[config.mk]
export PLATFORM = sky130hd
export DESIGN_NAME = two_point_angle_top
export DESIGN_NICKNAME = d
export VERILOG_FILES = /design/src/rtl/core/tpa_pkg.sv /design/src/rtl/core/two_point_angle_top.sv
export VERILOG_INCLUDE_DIRS = /design/src /design/src/rtl/core
export SDC_FILE = /design/constraint.sdc
export NUM_CORES = 2
export LEC_CHECK = 0
export BUFFER_PORTS_ARGS = -buffer_cell sky130_fd_sc_hd__buf_4
export CORE_MARGIN = 4
export CORE_UTILIZATION = 25
export CTS_CLUSTER_SIZE = 25
export DETAILED_ROUTE_END_ITERATION = 16
export GPL_ROUTABILITY_DRIVEN = 0
export GPL_TIMING_DRIVEN = 0
export HOLD_SLACK_MARGIN = 0.15
export PLACE_DENSITY = 0.41
export SYNTH_ARGS = -nofsm -noshare
export SYNTH_HDL_FRONTEND = slang
export SYNTH_SLANG_ARGS = --single-unit
export TNS_END_PERCENT = 100
[constraint.sdc]
create_clock -name clk_i -period 10.8 [get_ports clk_i]
set_input_delay 2.7 -clock clk_i [delete_from_list [all_inputs] [get_ports clk_i]]
set_output_delay 2.7 -clock clk_i [all_outputs]
set_load 0.01 [all_outputs]
[src/rtl/core/assert_macros.svh]
// ----------------------------------------------------------------------------
// assert_macros
// Assertion helpers shared by the RTL.
// Clocked on clk_i; the checked form is skipped while rst_ni is low.
// ----------------------------------------------------------------------------
`ifndef ASSERT_MACROS_SVH
`define ASSERT_MACROS_SVH

// Checked only outside reset.
`define ASSERT_CLK(name, prop, msg) \
  name: assert property (@(posedge clk_i) disable iff (!rst_ni) (prop)) else $error(msg);

// Checked on every edge, reset included.
`define ASSERT_ALWAYS(name, prop, msg) \
  name: assert property (@(posedge clk_i) (prop)) else $error(msg);

`endif

[src/rtl/core/tpa_pkg.sv]
// ----------------------------------------------------------------------------
// tpa_pkg
// Constants shared by the two-point angle block: widths, arctangent table,
// pre-rotation angle, degree factor and unit codes.
// ----------------------------------------------------------------------------
`timescale 1ns / 1ps

package tpa_pkg;

  localparam int COORD_WIDTH_DEF  = 16;
  localparam int CORDIC_STEPS_DEF = 16;

  // Angle accumulator: radians * 2^28.
  localparam int ZW        = 32;
  localparam int TABLE_LEN = 24;
  localparam int AW        = 16;   // result width

  localparam logic signed [ZW-1:0] HALF_PI_FIXED = 32'sd421657428;

  // round(180/pi * 2^20)
  localparam int DEG_W = 27;
  localparam logic signed [DEG_W-1:0] DEG_FACTOR = 27'sd60078979;
  localparam int PW = ZW + DEG_W;

  // Rounding cut points: radians drop 16 bits, degrees drop 42.
  localparam int RAD_LSB = 15;
  localparam int DEG_LSB = 41;

  localparam logic UNIT_RAD = 1'b0;
  localparam logic UNIT_DEG = 1'b1;

  // round(atan(2^-k) * 2^28)
  localparam logic signed [ZW-1:0] ATAN_TABLE [TABLE_LEN] = '{
    32'sd210828714, 32'sd124459457, 32'sd65760959, 32'sd33381290,
    32'sd16755422,  32'sd8385879,   32'sd4193963,  32'sd2097109,
    32'sd1048571,   32'sd524287,    32'sd262144,   32'sd131072,
    32'sd65536,     32'sd32768,     32'sd16384,    32'sd8192,
    32'sd4096,      32'sd2048,      32'sd1024,     32'sd512,
    32'sd256,       32'sd128,       32'sd64,       32'sd32
  };

endpackage

[src/rtl/core/two_point_angle_top.sv]
// From input beat to output valid, each beat passes these registers in order:
//   difference, pre-rotation, one stage per CORDIC step, degree multiply, output.
// Throughput: one beat per cycle unless the output buffer is full.
// A two-entry output buffer keeps the input open while one result waits.
// Reset (rst_ni low, async): valids clear, unit_q returns to radians.
// ----------------------------------------------------------------------------
// two_point_angle_top
// atan2(x1-x2, y2-y1) of two points by a pipelined vectoring CORDIC, in
// radians (Q3.12) or degrees (Q9.6); flags coincident points.
// ----------------------------------------------------------------------------
`timescale 1ns / 1ps
`include "assert_macros.svh"

module two_point_angle_top #(
  parameter int COORD_WIDTH  = tpa_pkg::COORD_WIDTH_DEF,
  parameter int CORDIC_STEPS = tpa_pkg::CORDIC_STEPS_DEF
) (
  input  logic                          clk_i,
  input  logic                          rst_ni,
  input  logic                          cfg_we_i,
  input  logic                          cfg_wdata_i,
  input  logic                          in_valid_i,
  output logic                          in_ready_o,
  input  logic signed [COORD_WIDTH-1:0] first_x_i,
  input  logic signed [COORD_WIDTH-1:0] first_y_i,
  input  logic signed [COORD_WIDTH-1:0] second_x_i,
  input  logic signed [COORD_WIDTH-1:0] second_y_i,
  output logic                          out_valid_o,
  input  logic                          out_ready_i,
  output logic signed [tpa_pkg::AW-1:0] angle_o,
  output logic                          points_equal_o
);
  import tpa_pkg::*;

  localparam int NSTEP = (CORDIC_STEPS > TABLE_LEN) ? TABLE_LEN : CORDIC_STEPS;
  localparam int DW    = COORD_WIDTH + 1;   // difference
  localparam int XW    = COORD_WIDTH + 4;   // room for CORDIC gain and sqrt(2)
  localparam int RW    = AW + 1;            // rounding sum

  logic unit_q;
  logic en;

  // Output buffer
  logic                 out_v_q, skid_v_q;
  logic signed [AW-1:0] out_angle_q, skid_angle_q;
  logic                 out_eq_q, skid_eq_q;

  // Difference stage
  logic                 s1_v_q;
  logic signed [DW-1:0] s1_i_q, s1_j_q;

  // CORDIC stages: index 0 is the pre-rotated vector
  logic                 c_v_q  [NSTEP+1];
  logic signed [XW-1:0] c_x_q  [NSTEP+1];
  logic signed [XW-1:0] c_y_q  [NSTEP+1];
  logic signed [ZW-1:0] c_z_q  [NSTEP+1];
  logic                 c_eq_q [NSTEP+1];

  // Multiply stage
  logic                 m_v_q, m_eq_q;
  logic signed [ZW-1:0] m_z_q;
  logic signed [PW-1:0] m_p_q;

  // Whole pipeline moves together; stops only when the output buffer is full.
  assign en         = !skid_v_q;
  assign in_ready_o = en;

  always_ff @(posedge clk_i or negedge rst_ni) begin
    if (!rst_ni) begin
      unit_q <= UNIT_RAD;
    end else if (cfg_we_i) begin
      unit_q <= cfg_wdata_i;
    end
  end

  // ---- difference stage ----
  always_ff @(posedge clk_i or negedge rst_ni) begin
    if (!rst_ni) begin
      s1_v_q <= 1'b0;
    end else if (en) begin
      s1_v_q <= in_valid_i;
    end
  end

  always_ff @(posedge clk_i) begin
    if (en) begin
      s1_i_q <= {first_x_i[COORD_WIDTH-1], first_x_i}
              - {second_x_i[COORD_WIDTH-1], second_x_i};
      s1_j_q <= {second_y_i[COORD_WIDTH-1], second_y_i}
              - {first_y_i[COORD_WIDTH-1], first_y_i};
    end
  end

  // ---- pre-rotation: vector (x=j, y=i) folded into the right half-plane ----
  logic signed [XW-1:0] pr_x, pr_y, pr_x_d, pr_y_d;
  logic signed [ZW-1:0] pr_z_d;

  assign pr_x = {{(XW-DW){s1_j_q[DW-1]}}, s1_j_q};
  assign pr_y = {{(XW-DW){s1_i_q[DW-1]}}, s1_i_q};

  always_comb begin
    pr_x_d = pr_x;
    pr_y_d = pr_y;
    pr_z_d = '0;
    if (pr_x[XW-1]) begin
      if (!pr_y[XW-1]) begin
        pr_x_d = pr_y;
        pr_y_d = -pr_x;
        pr_z_d = HALF_PI_FIXED;
      end else begin
        pr_x_d = -pr_y;
        pr_y_d = pr_x;
        pr_z_d = -HALF_PI_FIXED;
      end
    end
  end

  always_ff @(posedge clk_i or negedge rst_ni) begin
    if (!rst_ni) begin
      c_v_q[0] <= 1'b0;
    end else if (en) begin
      c_v_q[0] <= s1_v_q;
    end
  end

  always_ff @(posedge clk_i) begin
    if (en) begin
      c_x_q[0]  <= pr_x_d;
      c_y_q[0]  <= pr_y_d;
      c_z_q[0]  <= pr_z_d;
      c_eq_q[0] <= (s1_i_q == '0) && (s1_j_q == '0);
    end
  end

  // ---- CORDIC steps, one per stage ----
  for (genvar k = 0; k < NSTEP; k++) begin : g_step
    logic signed [XW-1:0] x_sh, y_sh;

    assign x_sh = c_x_q[k] >>> k;
    assign y_sh = c_y_q[k] >>> k;

    always_ff @(posedge clk_i or negedge rst_ni) begin
      if (!rst_ni) begin
        c_v_q[k+1] <= 1'b0;
      end else if (en) begin
        c_v_q[k+1] <= c_v_q[k];
      end
    end

    always_ff @(posedge clk_i) begin
      if (en) begin
        c_eq_q[k+1] <= c_eq_q[k];
        if (!c_y_q[k][XW-1]) begin
          c_x_q[k+1] <= c_x_q[k] + y_sh;
          c_y_q[k+1] <= c_y_q[k] - x_sh;
          c_z_q[k+1] <= c_z_q[k] + ATAN_TABLE[k];
        end else begin
          c_x_q[k+1] <= c_x_q[k] - y_sh;
          c_y_q[k+1] <= c_y_q[k] + x_sh;
          c_z_q[k+1] <= c_z_q[k] - ATAN_TABLE[k];
        end
      end
    end
  end

  // ---- degree multiply ----
  logic signed [PW-1:0] m_p_d;

  assign m_p_d = PW'(c_z_q[NSTEP]) * PW'(DEG_FACTOR);

  always_ff @(posedge clk_i or negedge rst_ni) begin
    if (!rst_ni) begin
      m_v_q <= 1'b0;
    end else if (en) begin
      m_v_q <= c_v_q[NSTEP];
    end
  end

  always_ff @(posedge clk_i) begin
    if (en) begin
      m_z_q  <= c_z_q[NSTEP];
      m_p_q  <= m_p_d;
      m_eq_q <= c_eq_q[NSTEP];
    end
  end

  // ---- rounding (ties toward +inf) and unit select ----
  logic [RW-1:0]        rad_sum, deg_sum;
  logic signed [AW-1:0] fin_angle;
  logic                 fin_v;

  assign rad_sum = m_z_q[RAD_LSB +: RW] + RW'(1);
  assign deg_sum = m_p_q[DEG_LSB +: RW] + RW'(1);

  always_comb begin
    if (m_eq_q) begin
      fin_angle = '0;
    end else if (unit_q == UNIT_DEG) begin
      fin_angle = deg_sum[RW-1:1];
    end else begin
      fin_angle = rad_sum[RW-1:1];
    end
  end

  assign fin_v = m_v_q && en;

  // ---- output register plus skid entry ----
  always_ff @(posedge clk_i or negedge rst_ni) begin
    if (!rst_ni) begin
      out_v_q  <= 1'b0;
      skid_v_q <= 1'b0;
    end else if (out_ready_i || !out_v_q) begin
      if (skid_v_q) begin
        out_v_q  <= 1'b1;
        skid_v_q <= 1'b0;
      end else begin
        out_v_q  <= fin_v;
      end
    end else if (fin_v) begin
      skid_v_q <= 1'b1;
    end
  end

  always_ff @(posedge clk_i) begin
    if (out_ready_i || !out_v_q) begin
      if (skid_v_q) begin
        out_angle_q <= skid_angle_q;
        out_eq_q    <= skid_eq_q;
      end else if (fin_v) begin
        out_angle_q <= fin_angle;
        out_eq_q    <= m_eq_q;
      end
    end else if (fin_v) begin
      skid_angle_q <= fin_angle;
      skid_eq_q    <= m_eq_q;
    end
  end

  assign out_valid_o    = out_v_q;
  assign angle_o        = out_angle_q;
  assign points_equal_o = out_eq_q;

  // ---- checks ----
  `ASSERT_CLK(a_skid_needs_out, !skid_v_q || out_v_q, "skid entry full with output empty")
  `ASSERT_CLK(a_skid_drains, (out_v_q && out_ready_i && skid_v_q) |=> (out_v_q && !skid_v_q),
              "skid beat not moved to output")
  `ASSERT_CLK(a_eq_zero, (out_v_q && points_equal_o) |-> (angle_o == '0),
              "equal points with nonzero angle")
  `ASSERT_CLK(a_freeze, skid_v_q |=> ($stable(m_v_q) && $stable(c_v_q[NSTEP])),
              "pipeline moved while output buffer full")

endmodule

# == Yosys cells after proc, flatten, opt, wreduce, memory -nomap -nowiden ==
# Memories as Yosys holds them, arrays and structs flattened. A register that Yosys moved wholly into a read port is not among the register bits.
# Cells that the tools add are included.
# word_totals
rom_bits,0
out_inout_bits,19
latchBits,0
ff_bits,180
ram_bits,1241
memories,4
elab_cells,357
# op_classes
n_reduce_logical,12
n_shift,0
div,0
add_sub_neg,101
order_cmp,0
eq_ne,0
n_bitwise,49
muxes,160
mul,1
# memory_table
memory,words,word_bits,read_ports,rd_ports_with_merged_regs,wr,line,rtl
c_z_q,17,32,17,0,17,two_point_angle_top.sv:56,logic signed [ZW-1:0] c_z_q [NSTEP+1];
c_x_q,17,20,16,0,17,two_point_angle_top.sv:54,logic signed [XW-1:0] c_x_q [NSTEP+1];
c_y_q,17,20,16,0,17,two_point_angle_top.sv:55,logic signed [XW-1:0] c_y_q [NSTEP+1];
c_eq_q,17,1,17,1,17,two_point_angle_top.sv:57,logic c_eq_q [NSTEP+1];
# ops
op,n
20-bit 2-to-1 mux,36
32-bit 2-to-1 mux,18
1-bit 2-to-1 mux,102
"32-bit by 20-bit adder with 32-bit output, second input constant",2
16-bit 2-to-1 mux,4
"32-bit by 20-bit subtractor with 32-bit output, second input constant",2
"32-bit by 27-bit multiplier with 58-bit output, second input constant",1
1-bit OR,48
20-bit by 10-bit adder with 20-bit output,2
20-bit by 11-bit adder with 20-bit output,2
20-bit by 12-bit adder with 20-bit output,2
20-bit by 13-bit adder with 20-bit output,2
20-bit by 14-bit adder with 20-bit output,2
20-bit by 15-bit adder with 20-bit output,2
20-bit by 16-bit adder with 20-bit output,2
20-bit by 17-bit adder with 20-bit output,2
20-bit by 18-bit adder with 20-bit output,2
20-bit by 19-bit adder with 20-bit output,2
20-bit by 5-bit adder with 20-bit output,2
20-bit by 6-bit adder with 20-bit output,2
20-bit by 7-bit adder with 20-bit output,2
20-bit by 8-bit adder with 20-bit output,2
20-bit by 9-bit adder with 20-bit output,2
17-bit negation with 20-bit output,2
other kinds (54),78

# == Longest topological paths before layout ==
# logic_depth
depth_word,5
ltp_mapped,26

# == Least setup slack after synthesis ==
# Ideal clock, no wire load.
# synth_path
kind,register to register
from,memory c_z_q[16][31]
to,register m_p_q[57] (data pin)
path_stages_with_launch,24
t_required_ns,10.536
setup_time_ns,0.264
setup_slack_ns,4.029
n_path_buf,1
synth_period_minus_slack_ns,6.771
arrival_time_ns,6.507
path_cell_list,edfxtp_1 > ha_1 > inv_1 > fa_1 > inv_1 > fa_1 > fa_1 > fa_1 > inv_1 > fa_1 > fa_1 > inv_1 > ha_1 > clkbuf_1 > a21o_1 > a21o_1 > a21oi_1 > nand2_1 > nor3_2 > nor3_4 > o211ai_1 > nand2_1 > a2111oi_2 > xnor2_1
# synth_lines
element,line,rtl
from (decl),two_point_angle_top.sv:56,
to (signal assigned),two_point_angle_top.sv:182,m_p_q <= m_p_d;
to (decl),two_point_angle_top.sv:62,logic signed [PW-1:0] m_p_q;

==> impl_metrics.py <==
metrics = {
    "outcome": {
        "status": "finished clean",
    },
    "sta": {
        "setup_viol": 0,
        "worst_slack_ns": 2.67,
        "timing.final.crit_share_pct": 75.3,
        "hold_viol": 0,
        "fmax_mhz": 123,
        "min_period_ns": 8.13,
        "worst_clock_skew_ns": 0.0548,
        "drv_slew": 0,
        "slew_headroom_pct": 8.01,
        "tightestPinTransition_ns": 1.38,
        "rsz0062_at_grt": "false",
    },
    "clock_tree": {
        "cts-buffers-inserted": 163,
        "post-cts-setup-buffers": 0,
        "cts_resized": 0,
        "clock_path_buffers": 4,
        "cts.sinks": 1225,
        "cts_root_buf": "clkbuf_16",
        "ctsHtreeMaxLevel": 4,
        "clkLatencyLatePin_ns": 0.83,
        "path_clk_slew_ns": 0.05,
        "hold_buffers": 0,
        "cts_tree": "done",
    },
    "die": {
        "pin_count": 89,
        "die_w_um": 651,
        "dieArea_mm2": 0.423,
        "rows": 235,
        "start_util_pct": 25.2,
        "core_area_mm2": 0.410,
        "die_y_um": 651,
    },
    "routing": {
        "avgRoutedWirePerCell_um": 16.8,
        "num_vias": 73000,
        "drtAntennaViolNets": 0,
        "drt_iter0_markers": 3934,
        "drt-total-wl_um": 268000,
        "first_pass_iters": 8,
        "via_per_inst": 4.56,
        "drc": 0,
    },
    "synthesis": {
        "synth_cells": 10200,
        "yosysSeqAreaShare_pct": 35.5,
        "yosysTopAreaCellShare_pct": 35.0,
        "synth_top_area_cell": "edfxtp_1",
        "synth_most_common_cell": "ha_1",
        "synth-edff-count": 1203,
        "synth-seq-cells": 1225,
        "synthArstFlopShare_pct": 1.80,
        "syn_area_mm2": 0.103,
        "synth.avg_cell_area_um2": 10.2,
        "yosys_warnings": 0,
        "synthTopCellsByArea": "edfxtp_1 35%, ha_1 16%, fa_1 7.6%",
        "netlist_top_cells_count": "1301 x ha_1, 1203 x edfxtp_1, 1027 x inv_1",
        "synth_ff_type": "edfxtp_1",
        "synth.distinct_cells": 102,
    },
    "critical_path": {
        "worstPathArrival_ns": 8.71,
        "start_kind": "flip-flop",
        "r2r-start": "skid_v_q$_DFFE_PN0P_",
        "path_cells": "inv_1, clkbuf_2, buf_12, nand2_1, inv_2, buf_1, nor2_1, xor2_1, ha_1, a21o_1, a21oi_1, o21bai_1, a2111oi_0, o31ai_1, nor4_1, o31ai_1, nor4_1, nor3_1, xor2_1",
        "worstRegToRegCells": 19,
        "reg2reg_to": "c_y_q[11][18]$_DFFE_PP_",
        "slowest_delay_ns": 1.06,
        "end_kind": "flip-flop",
        "cp_data_required_time_ns": 11.38,
        "rrSetupSlack_ns": 2.67,
        "crit_type": "reg -> reg",
        "startpoint": "skid_v_q$_DFFE_PN0P_",
        "worst_path_max_delay_cell": "a2111oi_0",
        "crit_fanout": 21,
    },
    "placement": {
        "dpl-instance-area_mm2": 0.111,
        "hpwl_um": 221000,
        "numPortBuffers": 88,
        "place_ws_ns": 2.27,
    },
    "final_layout": {
        "nNetsFinal": 12200,
        "final_cell_area_mm2": 0.117,
        "area_delta_synth_final_pct": 12.9,
        "fin_util_pct": 28.4,
        "layout-drive-gt1-share_pct": 5.12,
    },
    "min_path": {
        "hold_class": "reg -> reg",
        "hold_end": "c_eq_q[16]$_DFFE_PN_",
        "hold_start": "c_eq_q[15]$_DFFE_PN_",
        "holdPathStages": 0,
    },
    "global_routing": {
        "track_usage_pct": 12.4,
        "grt_max_degree": 79,
        "grt_pass1_wl_um": 423000,
        "overflow": 0,
        "antenna_found_initial": 3,
        "grt_pass1_vias": 75400,
    },
    "job": {
        "max-cap-violations": 0,
    },
}
state kept, by name, indices dropped and copies added, names as in the netlist:
name / cells
angle_o: 16
s1_v_q: 1
m_eq_q: 1
c_v_q: 17
skid_eq_q: 1
skid_v_q: 1
m_p_q: 17
m_v_q: 1
c_x_q: 286
c_eq_q: 17
s1_j_q: 17
out_valid_o: 1
c_z_q: 497
unit_q: 1
s1_i_q: 17
points_equal_o: 1
c_y_q: 300
m_z_q: 17
skid_angle_q: 16
through the flow:
step                      cells  hold WS, ns  TNS (ns)
after CTS                 16000        0.401         0
after floorplan           10200        0.400         0
after global routing      16000        0.417         0
final                     16000        0.406         0
after global placement    15700        0.401   -118.19
after detailed placement  15700        0.405         0
cells by family after synthesis:
family	share of synthesized area (%)
AO/OA/AOI/OAI	14.7
XOR/XNOR	9.79
adder cells (fa/ha/maj)	23.4
buffers and inverters	4.29
flip-flops	35.5
multiplexers	0.940
other	0.00363
AND/OR/NAND/NOR	11.4
metal layers:
layer  GRT usage (%)  routed length [um]  up-vias
li1                -                   -    37000
met1            14.6              114000    34700
met2            23.2              138000      961
met3            1.29                6830      378
met4            3.95                9010        0
met5               0                   0        -
layout by cell type (no fill, tap or decap), types with 21 or more instances in the layout:
cell	n
a21o_1	285
a211oi_1	89
o211ai_1	39
or2_2	34
o21a_1	87
a211o_1	23
mux2i_1	52
nor2_1	743
nand2_1	594
clkbuf_1	108
ha_1	1301
o21ai_0	452
and2_1	57
fa_1	391
o31ai_1	111
or4_1	21
inv_1	1012
clkinv_1	34
nor4_1	43
nand2b_1	102
a21oi_1	748
and3_1	98
nand3_1	166
xnor2_1	769
dfrtp_1	22
buf_4	88
nand4_1	39
or3_1	102
xor2_1	385
o21bai_1	107
edfxtp_1	1203
nor2b_1	135
a21boi_0	57
o41ai_1	60
clkinv_2	29
clkbuf_16	168
a31o_2	28
mux2_2	40
nor3_1	265
a31oi_1	60
layout make-up:
| type | instances | area, um2 |
|---|---|---|
| Antenna cell | 1 | 2.50 |
| Buffer | 134 | 569 |
| Clock inverter | 104 | 1110 |
| Multi-Input combinational cell | 7772 | 62200 |
| Tap cell | 5451 | 6820 |
| Inverter | 1036 | 3910 |
| Timing Repair Buffer | 109 | 1090 |
| Clock buffer | 188 | 4280 |
| Fill cell | 42800 | 294000 |
| Sequential cell | 1225 | 36700 |
worst max-delay path by stage:
stage | cells after the start | endpoint
after detailed placement | 19 | c_y_q[11][18]$_DFFE_PP_
after global routing | 19 | c_y_q[11][18]$_DFFE_PP_
after floorplan | 23 | m_p_q[57]$_DFFE_PN_
after global placement | 6 | in_ready_o
after CTS | 8 | in_ready_o
final | 19 | c_y_q[11][18]$_DFFE_PP_
critical path, delay by kind of cell, from the launching register on:
kind	cells	cell delay [ns]
buffers and inverters	5	2.80
AO/OA/AOI/OAI	6	2.14
AND/OR/NAND/NOR	5	1.22
flip-flops	1	0.84
XOR/XNOR	2	0.35
adder cells (fa/ha/maj)	1	0.33
Power is not shown: default switching activity piles up to over one toggle a cycle in this logic, so the estimate is an artifact.
